**config.mk**
```make
export PLATFORM = sky130hd
export DESIGN_NAME = ssca_ctrl
export DESIGN_NICKNAME = d
export VERILOG_FILES = /design/src/sv/ssca_pkg.sv /design/src/sv/ssca_ctrl.sv
export VERILOG_INCLUDE_DIRS = /design/src /design/src/sv
export SDC_FILE = /design/constraint.sdc
export NUM_CORES = 1
export LEC_CHECK = 0
export BUFFER_PORTS_ARGS = -buffer_cell sky130_fd_sc_hd__buf_4
export CORE_MARGIN = 3
export CORE_UTILIZATION = 41
export DETAILED_ROUTE_END_ITERATION = 10
export HOLD_SLACK_MARGIN = 0.15
export PLACE_DENSITY = 0.72
export SLEW_MARGIN = 40
export SYNTH_ARGS = -nofsm -noshare
export SYNTH_HDL_FRONTEND = slang
export SYNTH_SLANG_ARGS = --single-unit
```
**constraint.sdc**
```tcl
create_clock -name clock -period 1.4 [get_ports clock]
set_input_delay 0.14 -clock clock [delete_from_list [all_inputs] [get_ports clock]]
set_output_delay 0.14 -clock clock [all_outputs]
set_load 0.005 [all_outputs]
```
**src/sv/slab_size_class_allocator_defines.svh**
```systemverilog
// Assertion macros shared by the allocator's RTL files.
// No dependencies; each user includes this header by bare file name.
`ifndef SLAB_SIZE_CLASS_ALLOCATOR_DEFINES_SVH
`define SLAB_SIZE_CLASS_ALLOCATOR_DEFINES_SVH
`ifndef SYNTHESIS
`define SSCA_ASSERT_ALWAYS(label, clk, rst, expr) \
   label: assert property (@(posedge clk) disable iff (rst) (expr)) \
      else $error("ssca: invariant violated");
`define SSCA_ASSERT_IMPL(label, clk, rst, ante, cons) \
   label: assert property (@(posedge clk) disable iff (rst) (ante) |-> (cons)) \
      else $error("ssca: implication violated");
`define SSCA_ASSERT_NEXT(label, clk, rst, ante, cons) \
   label: assert property (@(posedge clk) disable iff (rst) (ante) |=> (cons)) \
      else $error("ssca: next-cycle check violated");
`else
`define SSCA_ASSERT_ALWAYS(label, clk, rst, expr)
`define SSCA_ASSERT_IMPL(label, clk, rst, ante, cons)
`define SSCA_ASSERT_NEXT(label, clk, rst, ante, cons)
`endif
`endif

```
**src/sv/ssca_pkg.sv**
```systemverilog
// Shared constants, codes and controller/datapath interface types.
// No dependencies.
package ssca_pkg;

   localparam int NUM_SLABS   = 16;
   localparam int CHUNKS      = 128;
   localparam int NUM_CLASSES = 129;
   localparam int MAX_SMALL   = 1024;
   localparam int GRAIN       = 8;
   localparam int GRAIN_SHIFT = $clog2(GRAIN);

   localparam int SLAB_W     = $clog2(NUM_SLABS);
   localparam int LINK_W     = $clog2(NUM_SLABS + 1);
   localparam int CHUNK_W    = $clog2(CHUNKS);
   localparam int CNT_W      = $clog2(CHUNKS + 1);
   localparam int CLS_W      = 8;
   localparam int CLS_AW     = $clog2(NUM_CLASSES);
   localparam int SPAN_SHIFT = CHUNK_W + GRAIN_SHIFT + $clog2(NUM_CLASSES - 1);
   localparam int CN_AW      = SLAB_W + CHUNK_W;
   localparam int CN_DEPTH   = NUM_SLABS * CHUNKS;
   localparam int REM_W      = SPAN_SHIFT - GRAIN_SHIFT;
   localparam int STEP_W     = $clog2(CHUNK_W);

   localparam logic [LINK_W-1:0] NO_SLAB  = LINK_W'(NUM_SLABS);
   localparam logic [CNT_W-1:0]  NO_CHUNK = CNT_W'(CHUNKS);

   localparam logic OP_ALLOC = 1'b0;
   localparam logic OP_FREE  = 1'b1;

   typedef enum logic [1:0] {
      ST_DONE    = 2'd0,
      ST_PASS    = 2'd1,
      ST_NO_SLAB = 2'd2,
      ST_NULL    = 2'd3
   } rsp_status_type;

   typedef enum logic [3:0] {
      CMD_NONE,
      CMD_ACCEPT,
      CMD_SPLIT,
      CMD_HIT,
      CMD_DIV,
      CMD_A_HEAD,
      CMD_A_TAKE,
      CMD_A_NEXT,
      CMD_A_COUNT,
      CMD_UNL_READ,
      CMD_UNL_WRITE,
      CMD_F_PUSH,
      CMD_PSH_HEAD,
      CMD_PSH_PREV,
      CMD_OUT
   } dp_cmd_type;

   typedef enum logic [3:0] {
      S_IDLE,
      S_A_LOOK,
      S_A_HEAD,
      S_A_TAKE,
      S_A_NEXT,
      S_A_COUNT,
      S_F_SPLIT,
      S_F_HIT,
      S_F_DIV,
      S_F_PUSH,
      S_P_HEAD,
      S_P_PREV,
      S_U_READ,
      S_U_WRITE,
      S_RESP
   } state_type;

   typedef struct packed {
      dp_cmd_type     op;
      logic           set_status;
      rsp_status_type status;
   } ctrl_cmd_type;

   typedef struct packed {
      logic oversize;
      logic null_addr;
      logic head_valid;
      logic free_found;
      logic hit;
      logic div_last;
      logic chunk_avail;
      logic cursor_avail;
      logic full;
      logic empty;
      logic listed;
      logic out_free;
   } dp_flags_type;

endpackage

```
**src/sv/ssca_ctrl.sv**
```systemverilog
// Sequencing state machine for allocate and free.
// Depends on ssca_pkg and the assertion macro header.
`include "slab_size_class_allocator_defines.svh"
module ssca_ctrl (
   input  logic                  clock,
   input  logic                  reset,
   input  logic                  req_valid,
   output logic                  req_stall,
   input  logic                  req_op,
   input  ssca_pkg::dp_flags_type flags,
   output ssca_pkg::ctrl_cmd_type cmd
);
   import ssca_pkg::*;

   state_type state_ff, state_in;
   logic      accept;

   assign req_stall = (state_ff != S_IDLE);
   assign accept    = req_valid && (state_ff == S_IDLE);

   always_ff @(posedge clock) begin
      if (reset) begin
         state_ff <= S_IDLE;
      end else begin
         state_ff <= state_in;
      end
   end

   always_comb begin
      state_in       = state_ff;
      cmd.op         = CMD_NONE;
      cmd.set_status = 1'b0;
      cmd.status     = ST_DONE;
      case (state_ff)
         S_IDLE: begin
            if (req_valid) begin
               cmd.op   = CMD_ACCEPT;
               state_in = (req_op == OP_FREE) ? S_F_SPLIT : S_A_LOOK;
            end
         end
         S_A_LOOK: begin
            // class head read is in flight
            if (flags.oversize) begin
               cmd.set_status = 1'b1;
               cmd.status     = ST_PASS;
               state_in       = S_RESP;
            end else begin
               state_in = S_A_HEAD;
            end
         end
         S_A_HEAD: begin
            cmd.op = CMD_A_HEAD;
            if (flags.head_valid || flags.free_found) begin
               state_in = S_A_TAKE;
            end else begin
               cmd.set_status = 1'b1;
               cmd.status     = ST_NO_SLAB;
               state_in       = S_RESP;
            end
         end
         S_A_TAKE: begin
            cmd.op = CMD_A_TAKE;
            if (flags.chunk_avail) begin
               state_in = S_A_NEXT;
            end else if (flags.cursor_avail) begin
               state_in = S_A_COUNT;
            end else begin
               // exhausted slab: drop it from the list
               cmd.set_status = 1'b1;
               cmd.status     = ST_NO_SLAB;
               state_in       = S_U_READ;
            end
         end
         S_A_NEXT: begin
            cmd.op   = CMD_A_NEXT;
            state_in = S_A_COUNT;
         end
         S_A_COUNT: begin
            cmd.op   = CMD_A_COUNT;
            state_in = flags.full ? S_U_READ : S_RESP;
         end
         S_F_SPLIT: begin
            if (flags.null_addr) begin
               cmd.set_status = 1'b1;
               cmd.status     = ST_NULL;
               state_in       = S_RESP;
            end else begin
               cmd.op   = CMD_SPLIT;
               state_in = S_F_HIT;
            end
         end
         S_F_HIT: begin
            cmd.op = CMD_HIT;
            if (flags.hit) begin
               state_in = S_F_DIV;
            end else begin
               cmd.set_status = 1'b1;
               cmd.status     = ST_PASS;
               state_in       = S_RESP;
            end
         end
         S_F_DIV: begin
            cmd.op = CMD_DIV;
            if (flags.div_last) begin
               state_in = S_F_PUSH;
            end
         end
         S_F_PUSH: begin
            cmd.op = CMD_F_PUSH;
            if (flags.empty) begin
               state_in = flags.listed ? S_U_READ : S_RESP;
            end else begin
               state_in = flags.listed ? S_RESP : S_P_HEAD;
            end
         end
         S_P_HEAD: begin
            cmd.op   = CMD_PSH_HEAD;
            state_in = S_P_PREV;
         end
         S_P_PREV: begin
            cmd.op   = CMD_PSH_PREV;
            state_in = S_RESP;
         end
         S_U_READ: begin
            cmd.op   = CMD_UNL_READ;
            state_in = S_U_WRITE;
         end
         S_U_WRITE: begin
            cmd.op   = CMD_UNL_WRITE;
            state_in = S_RESP;
         end
         S_RESP: begin
            if (flags.out_free) begin
               cmd.op   = CMD_OUT;
               state_in = S_IDLE;
            end
         end
         default: begin
            state_in = S_IDLE;
         end
      endcase
   end

   `SSCA_ASSERT_NEXT(a_accept_leaves_idle, clock, reset, accept, state_ff != S_IDLE)
   `SSCA_ASSERT_IMPL(a_out_only_in_resp, clock, reset, cmd.op == CMD_OUT, state_ff == S_RESP)
   `SSCA_ASSERT_NEXT(a_resp_exits, clock, reset, cmd.op == CMD_OUT, state_ff == S_IDLE)

endmodule

```
### Yosys cells after proc, flatten, opt, wreduce, memory -nomap -nowiden

Index checks and enable logic that the tools add are counted.

| word-level totals | value |
|---|---|
| bits in registers | 4 |
| input port bits | 16 |
| output and inout bits | 8 |
| logic and storage cells | 49 |

| operators by class | value |
|---|---|
| equality and inequality tests | 17 |
| muxes and demuxes | 26 |
| reduce and logical (&&, ||, !) cells | 5 |

Operator list:

| cell | number |
|---|---|
| $pmux W4 S14 | 2 |
| $mux W4 | 9 |
| $mux W3 | 10 |
| $eq A4 B4 Y1 const B | 7 |
| $eq A4 B3 Y1 const B | 4 |
| $pmux W3 S5 | 1 |
| $eq A4 B2 Y1 const B | 2 |
| $mux W2 | 3 |
| $ne A2 B2 Y1 const B | 3 |
| $eq A4 B1 Y1 const B | 1 |
| $logic_not A4 Y1 | 1 |
| $reduce_bool A4 Y1 | 1 |
| $reduce_and A3 Y1 | 1 |
| $reduce_or A2 Y1 | 1 |
| $logic_or A1 B1 Y1 | 1 |
| $mux W1 | 1 |

### Logic depth before layout (Yosys ltp)

Gate-level depths: netlist (run 1).

| depth | value |
|---|---|
| word-level depth | 3 |
| depth in mapped cells | 5 |
| mapped depth without buffers | 4 |

### Least setup slack after synthesis (run 1)

No wires, ideal clock.

| timing | value |
|---|---|
| path kind | register to register |
| start | register state_ff[1] |
| end | register state_ff[2] |
| setup time | 0.074 ns |
| data arrival time | 1.438 ns |
| data required time | 1.326 ns |
| slack | -0.112 ns |
| cell stages (with the launch flop) | 5 |
| path buffers | 0 |
| clock period less this slack | 1.512 ns |
| cells stage by stage | dfxtp_1 -> or4_1 -> a21o_1 -> a211o_1 -> a31oi_1 |

| between the ends | value |
|---|---|
| word-level cells in the longest chain between the ends | 3 |
| elaborated cells between the ends (all ways) | 21 |
| those cells by class | 17 x eq/ne; 1 x mux; 3 x reduce/logical |

RTL lines:

| element | RTL line | source |
|---|---|---|
| start: declaration | ssca_ctrl.sv:15 | `state_type state_ff, state_in;` |
| start signal: assignment | ssca_ctrl.sv:25 | `state_ff <= state_in;` |
| $eq A4 B4 Y1 or $logic_not A4 Y1 (tied branches) | ssca_ctrl.sv:34 | `case (state_ff)` |
| $reduce_or A2 Y1 (no source line) or $ne A2 B2 Y1 (tied branches) | - |  |
| $pmux W4 S14 or $reduce_and A3 Y1 (tied branches) | - |  |

Several ways; a longest one is shown, not always the timed one.
A chain may end at the register's enable or synchronous reset.

### Worst setup path in the final report (run 1)

| timing | value |
|---|---|
| start | register state_ff[2] |
| end | register state_ff[1] |

Same word-level chain as after synthesis.

==> results of run 1 <==
==> worst max path at each step <==
stage / from / to / slack, ps / cells past startpoint
finish: state_ff[2] / state_ff[1] / -220 / 4
global placement: state_ff[2] / state_ff[1] / -100 / 4
detailed placement: state_ff[2] / state_ff[2] / -130 / 4
floorplan: state_ff[2] / state_ff[1] / -100 / 4
global route: state_ff[2] / state_ff[1] / -270 / 4
CTS: state_ff[2] / state_ff[1] / -130 / 4
==> cell type report <==
class                      count  area (um2)  share of cell area
tap                           14        17.5              0.0158
sequential                     4        87.6              0.0792
timing repair buffer          42         437               0.395
clock buffer                   3        22.5              0.0204
inverter                       5        18.8              0.0170
multi-input combinational     71         523               0.473
==> through the flow <==
stage | TNS [ps] | instances
finish | -1240 | 139
global route | -1790 | 139
CTS | -824 | 134
detailed placement | -283 | 124
global placement | -207 | 124
floorplan | -197 | 89
==> worst register-to-register path, delay by kind of cell, from the launching register on <==
kind	cells	cell delay (ps)
compound gates	3	690
simple gates	1	510
flops	1	330
==> what timing repair did <==
| action | CTS | global route |
|---|---|---|
| hold buffers | 1 | 0 |
| pin swaps | 3 | 5 |
| setup endpoints to repair | 9 | 11 |
| gates resized for setup | 19 | 18 |
| hold endpoints to repair | 1 | 0 |
| buffers inserted | 4 | 4 |
| cloned | 2 | 1 |
==> cells by family after synthesis <==
| family | after synthesis | synth area share |
|---|---|---|
| AOI/OAI and AO/OA | 39 | 0.460 |
| xor gates and xnor gates | 1 | 0.0151 |
| buffers and inverters | 14 | 0.0929 |
| DFF | 4 | 0.138 |
| and+or+nand+nor | 31 | 0.294 |
==> placed cells by master, fill, tap and decap left out, types with 2 or more instances in the layout <==
cell type and instances:
sky130_fd_sc_hd__a211o_1 3, sky130_fd_sc_hd__a21o_1 3, sky130_fd_sc_hd__a21oi_1 7, sky130_fd_sc_hd__a21oi_2 2, sky130_fd_sc_hd__a31oi_1 2, sky130_fd_sc_hd__buf_12 2
sky130_fd_sc_hd__buf_4 31, sky130_fd_sc_hd__buf_6 3, sky130_fd_sc_hd__buf_8 2, sky130_fd_sc_hd__bufbuf_16 2, sky130_fd_sc_hd__clkbuf_4 3, sky130_fd_sc_hd__dfxtp_2 3
sky130_fd_sc_hd__inv_1 3, sky130_fd_sc_hd__inv_2 2, sky130_fd_sc_hd__nand2_1 4, sky130_fd_sc_hd__nand2b_1 3, sky130_fd_sc_hd__nand4b_1 2, sky130_fd_sc_hd__nor2_1 5
sky130_fd_sc_hd__nor2b_1 2, sky130_fd_sc_hd__nor2b_4 2, sky130_fd_sc_hd__nor3_1 3, sky130_fd_sc_hd__o211a_1 2, sky130_fd_sc_hd__o211ai_1 2, sky130_fd_sc_hd__o21ai_0 2
sky130_fd_sc_hd__o21ai_1 5
==> power by group <==
part	switching, mW	total [mW]	internal (mW)	leakage (nW)
Clock	0.0581	0.155	0.0966	0.0138
Combinational	0.924	2.06	1.14	0.459
Sequential	0.0724	0.251	0.179	0.0347
Total	1.05	2.47	1.42	0.508
==> layer usage <==
| metal | vias up | wire, um |
|---|---|---|
| li1 | 409 | - |
| met1 | 420 | 1090 |
| met2 | 81 | 1340 |
| met3 | 13 | 355 |
| met4 | 0 | 113 |
| met5 | - | 0 |
==> flow_metrics.env, run 1 <==
export IMPL_run_status="finished, violations left"
export IMPL_failed_checks="negative setup slack"
export IMPL_yosysMostFrequentCell="sky130_fd_sc_hd__a21oi_1"
export IMPL_nNetsFinal=143
export IMPL_critical_path_slowest_cell="sky130_fd_sc_hd__or4_4"
export IMPL_port_buffers=23
export IMPL_gr_usage_met1=0.355
export IMPL_cts_inserted_buffers=3
export IMPL_skew_ps=1.33
export IMPL_cts_root_buffer_cell="sky130_fd_sc_hd__clkbuf_4"
export IMPL_critPathTopFamily="compound AO/OA/AOI/OAI gates"
export IMPL_synthDistinctLibCells=34
export IMPL_synthToLayoutAreaGrowth_pct=90.9
export IMPL_dieWidth_um=43.6
export IMPL_gr_usage_all_layers=0.269
export IMPL_synth_area_top_cells="sky130_fd_sc_hd__dfxtp_1 14%, sky130_fd_sc_hd__a21oi_1 7.8%, sky130_fd_sc_hd__o21ai_0 6.0%"
export IMPL_crit_reg2reg_capture="state_ff[1]"
export IMPL_routed_wire_length_per_instance_um=20.8
export IMPL_worst_setup_path_type="flop to flop"
export IMPL_cts_tree="yes"
export IMPL_hold_ws_ps=260
export IMPL_top_register="state_ff"
export IMPL_grtUsageMet2=0.439
export IMPL_critical_path_startpoint_type="flop"
export IMPL_avgViaCountPerCell=6.64
export IMPL_yosys_warning_count=0
export IMPL_n_antenna_cell=0
export IMPL_synth_ff_latch_count=4
export IMPL_floorplan_die_area_mm2=0.00190
export IMPL_syn_inst=89
export IMPL_synth_top_cells_by_count="9 x sky130_fd_sc_hd__a21oi_1, 7 x sky130_fd_sc_hd__clkbuf_1, 7 x sky130_fd_sc_hd__o21ai_0"
export IMPL_critPathMaxFanout=3
export IMPL_filler_cell_count=52
export IMPL_setup_viol_count_final=10
export IMPL_synth_top_area_share=0.138
export IMPL_timing_critical_path_required_ps=1560
export IMPL_cp_buffers_inverters=0
export IMPL_fin_util=0.909
export IMPL_fp_coreArea_mm2=0.00122
export IMPL_maxCapViolations=0
export IMPL_number_of_antenna_violations_at_the_first_check_in_global_routing=0
export IMPL_grt_pass1_wl_um=3930
export IMPL_route_final_wire_length_um=2900
export IMPL_reg2reg_slack_ps=-220
export IMPL_drv_slew=0
export IMPL_drtAntennaViolNets=0
export IMPL_timing_worst_slew_pin_value_ps=296
export IMPL_ys_dominant_reg_cell="sky130_fd_sc_hd__dfxtp_1"
export IMPL_cpPeakStageDelay_ps=510
export IMPL_place_hpwl_um=1320
export IMPL_clkSlewWorstSetupHoldPaths_ps=40
export IMPL_row_count=12
export IMPL_end_of_the_worst_hold_path="state_ff[3]"
export IMPL_grt_busiest_layer="met2"
export IMPL_finalHoldViolCount=0
export IMPL_htreeDepth=1
export IMPL_post_route_cell_area_mm2=0.00111
export IMPL_io_pins=24
export IMPL_critical_path_reg2reg_startpoint="state_ff[2]"
export IMPL_route_detailed_drc=0
export IMPL_min_delay_path_class="input pin to flop"
export IMPL_dp_slack_ps=-130
export IMPL_globalRoute_totalOverflow=0
export IMPL_worst_r2r_cell_count=4
export IMPL_drive_gt1_frac=0.504
export IMPL_first_iter_violations=52
export IMPL_min_path_cells=3
export IMPL_layout_worst_path_cycle_share=1.15
export IMPL_cts_num_sinks=4
export IMPL_synth_async_reset_ratio=0
export IMPL_met3_usage=0.0249
export IMPL_detailroute_via_count=923
export IMPL_synth_seq_area_share=0.138
export IMPL_firstDrtPassIters=5
export IMPL_syn_nets=105
export IMPL_biggest_registers_after_layout="state_ff: 4 flops"
export IMPL_netlist_top_cell_by_area="sky130_fd_sc_hd__dfxtp_1"
export IMPL_syn_avg_cell_area_um2=6.51
export IMPL_fmaxAchievable_mhz=619
export IMPL_vdd_drop_max_v=0.00140
export IMPL_synth_enable_flop_cells=0
export IMPL_finalCriticalPeriod_ps=1620
export IMPL_p_leak_nw=0.508
export IMPL_timing_critical_path_cells="or4_4, a21o_1, o32a_1, a21oi_1"
export IMPL_via_count_of_the_first_global_routing_pass=860
export IMPL_power_density_cell_area_mw_per_mm2=2230
export IMPL_critical_path_arrival_ps=1780
export IMPL_detailed_place_area_um2=805
export IMPL_die_height_um=43.6
export IMPL_initial_utilization=0.476
export IMPL_timing_final_ws_setup_ps=-216
export IMPL_clk_path_buf_depth=2
export IMPL_maximum_number_of_pins_on_one_net_before_global_route_repair=23
export IMPL_critical_path_endpoint_type="flop"
export IMPL_synthesis_area_um2=579
export IMPL_hold_path_startpoint="flags[0]"
export IMPL_unrepaired_setup_endpoints_after_global_routing="yes"
export IMPL_gp_congestion=0.824
export IMPL_clock_latency_ps=240
export IMPL_power_total_mw=2.47
export IMPL_max_reg_flops=4
export IMPL_worst_slew_margin_relative_to_its_limit=0.800
(Power assumes the default switching activity.)
==> run 2: changes to the inputs <==
--- a/config.mk
+++ b/config.mk
@@ -6,7 +6,7 @@
 export SDC_FILE = /design/constraint.sdc
 export NUM_CORES = 1
 export LEC_CHECK = 0
-export BUFFER_PORTS_ARGS = -buffer_cell sky130_fd_sc_hd__buf_4
+export BUFFER_PORTS_ARGS = -buffer_cell sky130_fd_sc_hd__buf_2
 export CORE_MARGIN = 3
 export CORE_UTILIZATION = 41
 export DETAILED_ROUTE_END_ITERATION = 10
==> run 2 against run 1 <==
  * The run still ends with negative setup slack left
  * Clock-buffer cell count unchanged
  * Wire length decreased by 18%
  * Combinational power decreased by 20%
  * Setup slack got worse by 81 ps
  * Global-route usage decreased by 2.3 points
  * Clock power decreased by 5%
  * Critical path type unchanged
  * Critical endpoint is now state_ff[2]
  * Highest routed layer unchanged
==> flow_metrics.env, run 2 (synthesized netlist as in run 1, its figures left out) <==
export IMPL_timing_critical_path_required_ps=1550
export IMPL_met3_usage=0.0290
export IMPL_critPathMaxFanout=3
export IMPL_timing_worst_slew_pin_value_ps=316
export IMPL_cpPeakStageDelay_ps=520
export IMPL_layout_worst_path_cycle_share=1.21
export IMPL_globalRoute_totalOverflow=0
export IMPL_dieWidth_um=43.6
export IMPL_timing_critical_path_cells="or4_4, a21o_1, o32a_1, a31oi_2"
export IMPL_worst_slew_margin_relative_to_its_limit=0.789
export IMPL_power_switching_mw=0.926
export IMPL_share_comb_of_total_power=0.809
export IMPL_p_leak_nw=0.454
export IMPL_leading_cell_type_in_the_layout_fill_and_taps_excluded="sky130_fd_sc_hd__buf_2"
export IMPL_seqPwrFrac=0.118
export IMPL_grtUsageMet2=0.392
export IMPL_min_delay_path_class="input pin to flop"
export IMPL_die_height_um=43.6
export IMPL_critical_path_arrival_ps=1840
export IMPL_p_sw_frac=0.457
export IMPL_cp_buffers_inverters=0
export IMPL_power_internal_mw=1.10
export IMPL_maxCapViolations=0
export IMPL_gr_usage_met1=0.305
export IMPL_skew_ps=0.297
export IMPL_drtAntennaViolNets=0
export IMPL_setup_viol_count_final=8
export IMPL_via_count_of_the_first_global_routing_pass=824
export IMPL_critical_path_startpoint_type="flop"
export IMPL_top_register="state_ff"
export IMPL_port_buffers=23
export IMPL_avgViaCountPerCell=6.45
export IMPL_power_density_cell_area_mw_per_mm2=2140
export IMPL_first_iter_violations=24
export IMPL_floorplan_die_area_mm2=0.00190
export IMPL_layout_cells_non_filler=137
export IMPL_run_status="finished, violations left"
export IMPL_unrepaired_setup_endpoints_after_global_routing="yes"
export IMPL_grt_busiest_layer="met2"
export IMPL_drive_gt1_frac=0.480
export IMPL_layout_cells_most_common_list="23 x sky130_fd_sc_hd__buf_2, 10 x sky130_fd_sc_hd__buf_4, 6 x sky130_fd_sc_hd__a21oi_1, 6 x sky130_fd_sc_hd__o21ai_0"
export IMPL_route_detailed_drc=0
export IMPL_failed_checks="negative setup slack"
export IMPL_fp_coreArea_mm2=0.00122
export IMPL_cts_tree="yes"
export IMPL_n_antenna_cell=0
export IMPL_routed_wire_length_per_instance_um=17.4
export IMPL_finalCriticalPeriod_ps=1700
export IMPL_number_of_antenna_violations_at_the_first_check_in_global_routing=0
export IMPL_biggest_registers_after_layout="state_ff: 4 flops"
export IMPL_clock_latency_ps=240
export IMPL_clk_path_buf_depth=2
export IMPL_clkSlewWorstSetupHoldPaths_ps=40
export IMPL_worst_setup_path_type="flop to flop"
export IMPL_nNetsFinal=141
export IMPL_vdd_drop_max_v=0.000927
export IMPL_finalHoldViolCount=0
export IMPL_grt_pass1_wl_um=3640
export IMPL_timing_final_ws_setup_ps=-297
export IMPL_max_reg_flops=4
export IMPL_firstDrtPassIters=4
export IMPL_synthToLayoutAreaGrowth_pct=63.5
export IMPL_cts_num_sinks=4
export IMPL_gp_congestion=0.787
export IMPL_drv_slew=0
export IMPL_initial_utilization=0.476
export IMPL_io_pins=24
export IMPL_maximum_number_of_pins_on_one_net_before_global_route_repair=23
export IMPL_place_inst=125
export IMPL_route_final_wire_length_um=2380
export IMPL_critPathTopFamily="compound AO/OA/AOI/OAI gates"
export IMPL_gr_usage_all_layers=0.246
export IMPL_cts_root_buffer_cell="sky130_fd_sc_hd__clkbuf_4"
export IMPL_timing_setup_tns_ps=-1310
export IMPL_row_count=12
export IMPL_place_hpwl_um=1330
export IMPL_cts_inserted_buffers=3
export IMPL_critical_path_endpoint_type="flop"
export IMPL_critical_path_slowest_cell="sky130_fd_sc_hd__or4_4"
export IMPL_htreeDepth=1
export IMPL_fmaxAchievable_mhz=589
export IMPL_share_clk_of_total_power=0.073
export IMPL_detailroute_via_count=883
-- run 2: cell types whose count changed in the layout (fill, tap and decap cells not counted), moves of 4 or more --
cell	previous run	this run
sky130_fd_sc_hd__buf_2	0	23
sky130_fd_sc_hd__buf_4	31	10
sky130_fd_sc_hd__o21ai_0	2	6
sky130_fd_sc_hd__o21ai_1	5	1
-- run 2: layout make-up --
type                       count  area (um2)
multi-input combinational     71         505
timing repair buffer          40         293
inverter                       5        18.8
clock buffer                   3        22.5
sequential                     4        90.1
fill                          95         269
tap                           14        17.5
-- run 2: path summary, 6_finish.rpt --
kind | start | endpoint | slack (ps) | cells after the start
worst max-delay path | state_ff[2] | state_ff[2] | -300 | 4
worst min-delay path | flags[0] | state_ff[3] | 250 | 3
worst max register to register | state_ff[2] | state_ff[2] | -300 | 4
worst min register to register | state_ff[0] | state_ff[3] | 760 | 3
-- run 2: power by group through the flow --
stage               Combinational, mW  Sequential (mW)  Clock (mW)
floorplan                       0.803            0.194           0
global placement                 1.14            0.218           0
detailed placement               1.16            0.217           0
CTS                              1.41            0.233       0.147
global route                     1.76            0.243       0.172
finish                           1.64            0.239       0.148
-- run 2: through the flow --
stage	hold WS (ps)	utilization	worst slack (ps)	instance area, um2	total power, mW
floorplan	218	-	-100	589	0.997
global placement	371	0.610	-111	742	1.35
detailed placement	377	0.610	-153	742	1.37
CTS	245	0.724	-151	881	1.79
global route	261	0.779	-300	947	2.18
finish	252	0.779	-297	947	2.02
-- run 2: worst min-delay path, delay by kind of cell --
family                 cells  cell delay (ps)
AO/OA/AOI/OAI              2              180
buffers and inverters      1              120
-- run 2: routing by layer --
layer / routed length [um] / up-vias
met5: 0 / -
met4: 116 / 0
met3: 225 / 14
met2: 1130 / 67
met1: 910 / 394
li1: - / 408
-- run 2: timing repair --
item / 4_1_cts / 5_1_grt
setup endpoints to repair: 9 / 10
cloned: 2 / 0
resized for setup: 14 / 11
buffers inserted: 4 / 3
pin swaps: 2 / 3
hold buffers: 1 / 0
endpoints found under the hold margin: 1 / 0
